File: src/rtl/dtt_pkg.sv
// ----------------------------------------------------------------------------
// dtt_pkg
// Shared types and codes for the delayed-action timer table.
// ----------------------------------------------------------------------------
package dtt_pkg;

    // request codes
    localparam logic [2:0] REQ_START_DAEMON = 3'd0;
    localparam logic [2:0] REQ_START_FUSE   = 3'd1;
    localparam logic [2:0] REQ_LENGTHEN     = 3'd2;
    localparam logic [2:0] REQ_EXTINGUISH   = 3'd3;
    localparam logic [2:0] REQ_FUSE_TICK    = 3'd4;
    localparam logic [2:0] REQ_DAEMON_TICK  = 3'd5;

    // result kinds
    localparam logic [1:0] KIND_OK        = 2'd0;
    localparam logic [1:0] KIND_FIRED     = 2'd1;
    localparam logic [1:0] KIND_FULL      = 2'd2;
    localparam logic [1:0] KIND_NOT_FOUND = 2'd3;

    // firing limit per tick
    localparam int         MAX_FIRED   = 32;
    localparam int         FIRED_W     = 6;
    localparam logic [15:0] DAEMON_TIME = 16'hFFFF;

    typedef struct packed {
        logic [7:0]  handler;
        logic [15:0] arg;
        logic [15:0] turns_left;
    } dtt_entry_t;

endpackage

File: src/rtl/delayed_action_timer_table_core.sv
// ----------------------------------------------------------------------------
// delayed_action_timer_table_core
// Timer slot table held in a rotating ring of slot cells, walked once per
// request by a single edit point at the head of the ring.
// ----------------------------------------------------------------------------
//
//  channel  direction  payload                                       last word
//  s_       in         req_type, handler_id, action_arg, turns       -
//  m_       out        kind, fired_handler, fired_arg, last          m_last
//
//  Each request is accepted, then makes SLOT_COUNT ring shifts with the head
//  slot edited on each, then issues the terminator word. A pending output
//  word holds the ring only when the head slot has to emit; a full output
//  stage delays that shift and the terminator.
//  Reset empties every slot at once (handler cleared in each cell); no sweep.
//  s_ready is high only between requests.
//
module delayed_action_timer_table_core
    import dtt_pkg::*;
#(
    parameter int SLOT_COUNT = 32
)
(
    input  logic               aclk,
    input  logic               aresetn,
    input  logic               s_valid,
    output logic               s_ready,
    input  logic [2:0]         s_req_type,
    input  logic [7:0]         s_handler_id,
    input  logic signed [15:0] s_action_arg,
    input  logic signed [15:0] s_turns,
    output logic               m_valid,
    input  logic               m_ready,
    output logic [1:0]         m_kind,
    output logic [7:0]         m_fired_handler,
    output logic signed [15:0] m_fired_arg,
    output logic               m_last
);

    // ring: cell 0 is the head, the edited slot re-enters at the tail
    dtt_entry_t ring [SLOT_COUNT];
    dtt_entry_t tail_entry;
    logic       shift;

    dtt_ctrl #(
        .SLOT_COUNT (SLOT_COUNT)
    ) u_ctrl (
        .aclk            (aclk),
        .aresetn         (aresetn),
        .s_valid         (s_valid),
        .s_ready         (s_ready),
        .s_req_type      (s_req_type),
        .s_handler_id    (s_handler_id),
        .s_action_arg    (s_action_arg),
        .s_turns         (s_turns),
        .m_valid         (m_valid),
        .m_ready         (m_ready),
        .m_kind          (m_kind),
        .m_fired_handler (m_fired_handler),
        .m_fired_arg     (m_fired_arg),
        .m_last          (m_last),
        .head_entry      (ring[0]),
        .tail_entry      (tail_entry),
        .shift           (shift)
    );

    // after SLOT_COUNT shifts every slot is back in its own cell
    for (genvar k = 0; k < SLOT_COUNT; k++) begin : g_cell
        if (k == SLOT_COUNT - 1) begin : g_tail
            dtt_cell u_cell (
                .aclk      (aclk),
                .aresetn   (aresetn),
                .shift     (shift),
                .entry_in  (tail_entry),
                .entry_out (ring[k])
            );
        end else begin : g_mid
            dtt_cell u_cell (
                .aclk      (aclk),
                .aresetn   (aresetn),
                .shift     (shift),
                .entry_in  (ring[k+1]),
                .entry_out (ring[k])
            );
        end
    end

endmodule

File: src/rtl/dtt_cell.sv
// ----------------------------------------------------------------------------
// dtt_cell
// One timer slot of the rotating ring; loads its neighbour's word on shift.
// ----------------------------------------------------------------------------
module dtt_cell
    import dtt_pkg::*;
(
    input  logic       aclk,
    input  logic       aresetn,
    input  logic       shift,
    input  dtt_entry_t entry_in,
    output dtt_entry_t entry_out
);

    logic [7:0]  handler_reg;
    logic [15:0] arg_reg;
    logic [15:0] turns_left_reg;

    // handler zero marks the slot empty, so it is cleared by reset
    always_ff @(posedge aclk) begin
        if (!aresetn) begin
            handler_reg <= 8'd0;
        end else if (shift) begin
            handler_reg <= entry_in.handler;
        end
    end

    always_ff @(posedge aclk) begin
        if (shift) begin
            arg_reg        <= entry_in.arg;
            turns_left_reg <= entry_in.turns_left;
        end
    end

    assign entry_out.handler    = handler_reg;
    assign entry_out.arg        = arg_reg;
    assign entry_out.turns_left = turns_left_reg;

endmodule

File: src/rtl/dtt_ctrl.sv
// ----------------------------------------------------------------------------
// dtt_ctrl
// Request sequencer: edits the slot at the head of the ring on each shift and
// drives the output word register.
// ----------------------------------------------------------------------------
module dtt_ctrl
    import dtt_pkg::*;
#(
    parameter int SLOT_COUNT = 32
)
(
    input  logic               aclk,
    input  logic               aresetn,
    input  logic               s_valid,
    output logic               s_ready,
    input  logic [2:0]         s_req_type,
    input  logic [7:0]         s_handler_id,
    input  logic signed [15:0] s_action_arg,
    input  logic signed [15:0] s_turns,
    output logic               m_valid,
    input  logic               m_ready,
    output logic [1:0]         m_kind,
    output logic [7:0]         m_fired_handler,
    output logic signed [15:0] m_fired_arg,
    output logic               m_last,
    input  dtt_entry_t         head_entry,
    output dtt_entry_t         tail_entry,
    output logic               shift
);

    localparam int CNT_W = (SLOT_COUNT > 1) ? $clog2(SLOT_COUNT) : 1;

    localparam logic [1:0] ST_IDLE = 2'd0;
    localparam logic [1:0] ST_WALK = 2'd1;
    localparam logic [1:0] ST_TERM = 2'd2;

    logic [1:0]         state_reg, state_next;
    logic [CNT_W-1:0]   cnt_reg, cnt_next;
    logic               found_reg, found_next;
    logic [FIRED_W-1:0] fired_reg, fired_next;
    logic [2:0]         req_reg;
    logic [7:0]         hid_reg;
    logic [15:0]        arg_reg;
    logic [15:0]        turns_reg;

    logic               m_valid_reg, m_valid_next;
    logic [1:0]         m_kind_reg, m_kind_next;
    logic [7:0]         m_hand_reg, m_hand_next;
    logic [15:0]        m_arg_reg, m_arg_next;
    logic               m_last_reg, m_last_next;

    logic               out_free;
    logic               accept;
    logic               emit;
    logic               hit;
    logic               occupied;
    logic               fire_room;
    logic [16:0]        len_sum;
    logic [15:0]        len_sat;
    logic [1:0]         term_kind;

    assign out_free  = !m_valid_reg || m_ready;
    assign s_ready   = (state_reg == ST_IDLE);
    assign accept    = s_valid && s_ready;
    assign occupied  = (head_entry.handler != 8'd0);
    assign fire_room = (fired_reg < FIRED_W'(MAX_FIRED));

    // saturating add for lengthen
    assign len_sum = {head_entry.turns_left[15], head_entry.turns_left}
                   + {turns_reg[15], turns_reg};
    assign len_sat = (len_sum[16] != len_sum[15])
                   ? (len_sum[16] ? 16'h8000 : 16'h7FFF) : len_sum[15:0];

    // head slot edit
    always_comb begin
        tail_entry = head_entry;
        emit       = 1'b0;
        hit        = 1'b0;
        case (req_reg)
            REQ_START_DAEMON, REQ_START_FUSE: begin
                if (!found_reg && !occupied) begin
                    hit                   = 1'b1;
                    tail_entry.handler    = hid_reg;
                    tail_entry.arg        = arg_reg;
                    tail_entry.turns_left = (req_reg == REQ_START_DAEMON)
                                          ? DAEMON_TIME : turns_reg;
                end
            end
            REQ_LENGTHEN: begin
                if (!found_reg && hid_reg != 8'd0 && head_entry.handler == hid_reg) begin
                    hit                   = 1'b1;
                    tail_entry.turns_left = len_sat;
                end
            end
            REQ_EXTINGUISH: begin
                if (!found_reg && hid_reg != 8'd0 && head_entry.handler == hid_reg) begin
                    hit                = 1'b1;
                    tail_entry.handler = 8'd0;
                end
            end
            REQ_FUSE_TICK: begin
                if (occupied && $signed(head_entry.turns_left) > 16'sd0) begin
                    if (head_entry.turns_left == 16'd1) begin
                        if (fire_room) begin
                            emit                  = 1'b1;
                            tail_entry.handler    = 8'd0;
                            tail_entry.turns_left = 16'd0;
                        end
                    end else begin
                        tail_entry.turns_left = head_entry.turns_left - 16'd1;
                    end
                end
            end
            REQ_DAEMON_TICK: begin
                if (occupied && head_entry.turns_left == DAEMON_TIME && fire_room) begin
                    emit = 1'b1;
                end
            end
            default: begin
            end
        endcase
    end

    always_comb begin
        case (req_reg)
            REQ_START_DAEMON, REQ_START_FUSE: term_kind = found_reg ? KIND_OK : KIND_FULL;
            REQ_LENGTHEN, REQ_EXTINGUISH:     term_kind = found_reg ? KIND_OK : KIND_NOT_FOUND;
            default:                          term_kind = KIND_OK;
        endcase
    end

    assign shift = (state_reg == ST_WALK) && (!emit || out_free);

    always_comb begin
        state_next   = state_reg;
        cnt_next     = cnt_reg;
        found_next   = found_reg;
        fired_next   = fired_reg;
        m_valid_next = m_valid_reg && !m_ready;
        m_kind_next  = m_kind_reg;
        m_hand_next  = m_hand_reg;
        m_arg_next   = m_arg_reg;
        m_last_next  = m_last_reg;
        case (state_reg)
            ST_IDLE: begin
                if (accept) begin
                    state_next = ST_WALK;
                    cnt_next   = '0;
                    found_next = 1'b0;
                    fired_next = '0;
                end
            end
            ST_WALK: begin
                if (shift) begin
                    cnt_next = cnt_reg + CNT_W'(1);
                    if (hit) begin
                        found_next = 1'b1;
                    end
                    if (emit) begin
                        fired_next   = fired_reg + FIRED_W'(1);
                        m_valid_next = 1'b1;
                        m_kind_next  = KIND_FIRED;
                        m_hand_next  = head_entry.handler;
                        m_arg_next   = head_entry.arg;
                        m_last_next  = 1'b0;
                    end
                    if (cnt_reg == CNT_W'(SLOT_COUNT - 1)) begin
                        state_next = ST_TERM;
                    end
                end
            end
            ST_TERM: begin
                if (out_free) begin
                    state_next   = ST_IDLE;
                    m_valid_next = 1'b1;
                    m_kind_next  = term_kind;
                    m_hand_next  = 8'd0;
                    m_arg_next   = 16'd0;
                    m_last_next  = 1'b1;
                end
            end
            default: begin
                state_next = ST_IDLE;
            end
        endcase
    end

    always_ff @(posedge aclk) begin
        if (!aresetn) begin
            state_reg   <= ST_IDLE;
            cnt_reg     <= '0;
            found_reg   <= 1'b0;
            fired_reg   <= '0;
            m_valid_reg <= 1'b0;
        end else begin
            state_reg   <= state_next;
            cnt_reg     <= cnt_next;
            found_reg   <= found_next;
            fired_reg   <= fired_next;
            m_valid_reg <= m_valid_next;
        end
    end

    always_ff @(posedge aclk) begin
        m_kind_reg <= m_kind_next;
        m_hand_reg <= m_hand_next;
        m_arg_reg  <= m_arg_next;
        m_last_reg <= m_last_next;
        if (accept) begin
            req_reg   <= s_req_type;
            hid_reg   <= s_handler_id;
            arg_reg   <= s_action_arg;
            turns_reg <= s_turns;
        end
    end

    assign m_valid         = m_valid_reg;
    assign m_kind          = m_kind_reg;
    assign m_fired_handler = m_hand_reg;
    assign m_fired_arg     = m_arg_reg;
    assign m_last          = m_last_reg;

endmodule

File: config.mk
export PLATFORM = sky130hd
export DESIGN_NAME = delayed_action_timer_table_core
export DESIGN_NICKNAME = d
export VERILOG_FILES = /design/src/rtl/dtt_pkg.sv /design/src/rtl/delayed_action_timer_table_core.sv /design/src/rtl/dtt_cell.sv /design/src/rtl/dtt_ctrl.sv
export SDC_FILE = /design/constraint.sdc
export NUM_CORES = 1
export LEC_CHECK = 0
export BUFFER_PORTS_ARGS = -buffer_cell sky130_fd_sc_hd__clkbuf_2
export CAP_MARGIN = 0
export CORE_MARGIN = 2
export CORE_UTILIZATION = 56
export DETAILED_ROUTE_END_ITERATION = 10
export PLACE_DENSITY = 0.75
export SYNTH_ARGS = -nofsm -noshare
export SYNTH_HDL_FRONTEND = slang
export SYNTH_SLANG_ARGS = --single-unit
File: constraint.sdc
create_clock -name aclk -period 39.8 [get_ports aclk]
set_clock_uncertainty 0.1 [all_clocks]
set_input_delay 7.96 -clock aclk [delete_from_list [all_inputs] [get_ports aclk]]
set_output_delay 7.96 -clock aclk [all_outputs]
set_load 0.005 [all_outputs]
## Word level (Yosys, flattened, before mapping)

Cells that the tools add are included.

- Add/sub/neg operators: 4
- Magnitude comparators: 2
- Eq/ne operators: 18
- Muxes and demuxes: 62
- Reductions and logical operators: 29

Operator list:

| operator | count |
|---|---|
| 16-bit 2-to-1 mux | 11 |
| 8-bit 2-to-1 mux | 7 |
| 16-bit case mux with 3 select lines | 1 |
| 40-bit 2-to-1 mux | 1 |
| 16-bit case mux with 2 select lines | 1 |
| 8-bit case mux with 3 select lines | 1 |
| 2-bit 2-to-1 mux | 9 |
| 6-bit 2-to-1 mux | 3 |
| 16-bit by 16-bit adder with 17-bit output | 1 |
| 16-bit by 1-bit == test with 1-bit output (second input constant) | 1 |
| 16-bit == test (second input constant) | 1 |
| 16-bit by 1-bit > comparator with 1-bit output (second input constant) | 1 |
| 8-bit case mux with 2 select lines | 1 |
| 4-bit AND reduction | 4 |
| 8-bit nonzero test | 2 |
| 16-bit by 1-bit subtractor with 16-bit output (second input constant) | 1 |
| 1-bit 2-to-1 mux | 15 |
| 6-bit case mux with 2 select lines | 1 |
| 5-bit 2-to-1 mux | 2 |
| 1-bit case mux with 2 select lines | 5 |
| 5-bit case mux with 2 select lines | 1 |
| 1-bit logical AND | 9 |
| 8-bit == test | 1 |
| 2-bit by 1-bit != test with 1-bit output (second input constant) | 4 |
| other kinds (20) | 31 |

- Register bits: 1365
- Bits of input ports: 47
- Output and inout bits: 29
- Logic and storage cells: 224

## Longest topological paths before layout

- Depth in word-level cells: 10
- Gate-level depth with buffers: 14
- Mapped depth without buffers: 11

## Modules after synthesis

Synthesis repeated with hierarchy kept, for this count alone.

- Cell total of the unflattened synthesis: 2393
- Area total of the unflattened synthesis: 46098.0 um^2

By module, submodules not included:

| module | times used | cells an instance | area each (um^2) | sequential area each (um^2) |
|---|---|---|---|---|
| dtt_cell | 32 | 57 | 1262.5 | 1121.1 |
| dtt_ctrl | 1 | 569 | 5699.2 | 2402.3 |

## Least setup slack after synthesis

No wires, ideal clock.

- Path kind: input to register
- Start point: input port m_ready
- End point: register g_cell[0].g_mid.u_cell.arg_reg[0] (enable)
- Library setup time: 1.791 ns
- Arrival time: 36.046 ns
- Data required time: 37.909 ns
- Path slack: 1.862 ns
- Stages on the path: 5
- Buffers on the path: 1
- Cell sequence: nor2b_1 -> nand2_1 -> nand2_2 -> inv_2 -> clkbuf_1

- Longest elaborated chain between the ends: 3

Ends and longest elaborated chain:

| item | line | RTL |
|---|---|---|
| from (decl) | delayed_action_timer_table_core.sv:33 | `input logic m_ready,` |
| 1-bit logical OR | dtt_ctrl.sv:62 | `assign out_free = !m_valid_reg \|\| m_ready;` |
| 1-bit logical OR | dtt_ctrl.sv:132 | `assign shift = (state_reg == ST_WALK) && (!emit \|\| out_free);` |
| 1-bit logical AND | dtt_ctrl.sv:132 |  |
| to (signal assigned) | dtt_cell.sv:30 | `arg_reg <= entry_in.arg;` |
| to (decl) | dtt_cell.sv:16 | `logic [15:0] arg_reg;` |

Every way passes these cells.
A chain may end at the register's enable or synchronous reset.

## Final worst setup path

- Start point: input port m_ready
- End point: register g_cell[4].g_mid.u_cell.arg_reg[9] (enable)

- Longest elaborated chain between the ends: 3

Ends and longest elaborated chain:

| item | line |
|---|---|
| 1-bit logical OR | dtt_ctrl.sv:62 |
| 1-bit logical OR | dtt_ctrl.sv:132 |
| 1-bit logical AND | dtt_ctrl.sv:132 |
| to (signal assigned) | dtt_cell.sv:30 |
| to (decl) | dtt_cell.sv:16 |

Every way passes these cells.

==> impl_metrics.yaml <==
outcome:
  status: "completed"
finish:
  drive_gt1_share_pct: 11.10
  final_cells: 3989
  area_delta_synth_final_pct: 11.97
  diodes: 0
  nNetsFinal: 2895
  utilization_pct: 63.55
floorplanning:
  dieHeight_microns: 290.2
  die_area_sq_mm: 0.08421
  coreArea_sq_mm: 0.08081
  io_pins: 76
  rows: 104
  start_util_pct: 56.76
  die_w_microns: 290.2
sta:
  max_slew_margin_pct: 22.47
  rsz0062_at_grt: "no"
  worst_slew_pin_slew_ps: 1163
  drv_slew: 0
  whs_ps: 301.3
  timing.final.crit_share_pct: 34.48
  finalSetupViolations: 0
  finalHoldViolCount: 0
  fin_ws_ps: 26080
  setup_tns_ps: 0
  fmax_ghz: 0.07287
  period_needed_ps: 13720
logic_synthesis:
  yosysWarnings: 0
  netlist_instances: 2701
  synth_cell_types: 71
  synth-edff-count: 1094
  synth_area_sq_mm: 0.04587
  async_flop_share_pct: 0
  synth_fp_nets: 2775
  ys_seq_area_share_pct: 83.45
  synth-seq-cells: 1365
  avgSynthCellArea_sq_um: 16.98
  yosys_most_used_dff: "edfxtp_1"
power_and_ir_drop:
  ir_worst_vdd_mv: 0.07328
  leakage_uw: 0.01679
  power.density_mw_per_mm2: 77.25
run:
  drv_cap: 0
placed_design:
  pre_cts_ws_ps: 25360
  place_inst: 3746
  port_buffers: 75
  post-dp-hpwl_mm: 39.36
  gp_congestion: 0.8435
route:
  routedWlPerCell_microns: 18.30
  via_per_inst: 5.397
  vias: 21530
  drt-total-wl_mm: 73.00
  dr.pass1.iters: 5
  ant_nets: 0
  drt-initial-drc-count: 1950
  drc_errors: 0
global_route:
  overflow: 0
  antenna_found_initial: 1
  grt_pass1_wl_mm: 115.6
  met1_usage_pct: 26.90
  grt.total_usage_pct: 17.48
  grt_use_met2_pct: 24.81
  grt_pass1_vias: 20820
  grt_max_degree: 239
  gr-max-usage-layer: "met1"
  grt.met3_usage_pct: 3.793
setup_path:
  worstSetupPathType: "input pin to flip-flop"
  start_kind: "input pin"
  rr_startpoint: "g_cell[0].g_mid.u_cell.handler_reg[4]"
  startpoint: "m_ready"
  cp_max_fo: 238
  worstSetupEndpointType: "flip-flop"
  required_ps: 40020
  crit_arrival_ps: 13950
clock_tree:
  cts.sink_count: 1365
  htreeDepth: 4
  cts_max_path_buffers: 3
  clockRootBuffer: "clkbuf_16"
  cts_resized: 0
  post_cts_buffers: 0
  cts_buffers: 133
  clk_pin_slew_ps: 60
  cts_tree: "done"
  postCtsHoldBufs: 0
  insertion_delay_ps: 720
hold_path:
  hold_path_class: "flip-flop to flip-flop"
  min-delay-start: "g_cell[26].g_mid.u_cell.turns_left_reg[4]"
## worst max-delay path, cell delays in order
cell,delay (ps)
clkbuf_2,130
nor2b_1,120
nand2_1,180
nand2_8,520
inv_8,1000
buf_4,970
buf_4,850
buf_4,910
buf_12,880
## Yosys cell counts (all sizes together) (3+ instances only)
master,count,area share (%)
nand3,12,0.13
o22ai,10,0.14
clkbuf,60,0.49
or3,14,0.19
mux2,16,0.39
nor2,37,0.30
or4,8,0.13
o21ai,41,0.45
xor2,16,0.31
a211oi,7,0.11
buf,53,0.95
or2,4,0.055
nand2b,9,0.12
o211ai,7,0.11
dfxtp,271,12
o2111ai,3,0.057
xnor2,11,0.21
nand4,10,0.14
nor4,10,0.15
a21boi,260,4.3
a21o,4,0.065
a21oi,52,0.58
a31oi,6,0.082
inv,18,0.15
nor3,10,0.11
nand3b,6,0.098
ha,26,0.71
and3,3,0.041
o31ai,10,0.20
nor2b,32,0.44
a22oi,3,0.049
edfxtp,1094,72
nand2,535,4.4
mux2i,4,0.087
a2bb2oi,3,0.057
o221ai,3,0.057
maj3,4,0.087
## layer usage
metal  routed length, microns  part of all wire [%]
met3                     4049                   5.5
met2                    32070                    44
met1                    35150                    48
met5                        0                     0
met4                     1729                   2.4
## report_power, final
part / leakage [uW] / switching, uW / total (uW) / internal, uW
logic: 0.00232 / 355 / 452 / 96.4
clock network: 0.00206 / 515 / 1200 / 680
registers: 0.0124 / 154 / 2320 / 2170
total: 0.0168 / 1020 / 3970 / 2940
## cells in the final DEF (no fill, tap or decap), drive strengths merged, types with 12 or more instances in the layout
master / instances
clkinv: 39
nor2b: 32
nand3: 12
mux2: 16
or3: 14
nor2: 37
a21oi: 52
inv: 31
nand2: 535
edfxtp: 1094
ha: 26
o21ai: 41
xor2: 16
buf: 24
dfxtp: 271
a21boi: 260
clkbuf: 260
## layout make-up
cell class	instances	area, sq um
sequential	1365	38280
fill	5457	29450
multi-input combinational	1205	6898
clock buffer	186	3671
tap	1060	1326
timing repair buffer	98	566.8
clock inverter	57	541.8
inverter	18	75.07
## metrics by stage
stage	cell area [sq um]	power [uW]
after floorplan	45870	3096
after global placement	47140	2768
after detailed placement	47140	2786
after CTS	51360	4013
after global routing	51360	4150
final	51360	3967
## logic make-up (layout without fill, tap and decap cells)
group                      count (synthesis)  count (layout)  share of synthesized area, %
DFF                                     1365            1365                         83.45
AOI/OAI and AO/OA                        435             435                         6.804
buffers and inverters                    131             359                         1.585
and+or+nand+nor                          692             692                         6.321
adders and majority gates                 31              31                        0.8402
xor gates and xnor gates                  27              27                        0.5156
muxes                                     20              20                        0.4801
## path summary, 6_finish.rpt
check | end | slack, ps | depth (start not counted)
setup / recovery | g_cell[4].g_mid.u_cell.arg_reg[9] | 26080 | 9
hold / removal | g_cell[25].g_mid.u_cell.turns_left_reg[4] | 300 | 0
setup reg to reg | g_cell[4].g_mid.u_cell.arg_reg[9] | 31540 | 11
hold reg to reg | g_cell[25].g_mid.u_cell.turns_left_reg[4] | 300 | 0
No activity file was read; power rests on OpenSTA's default activity.
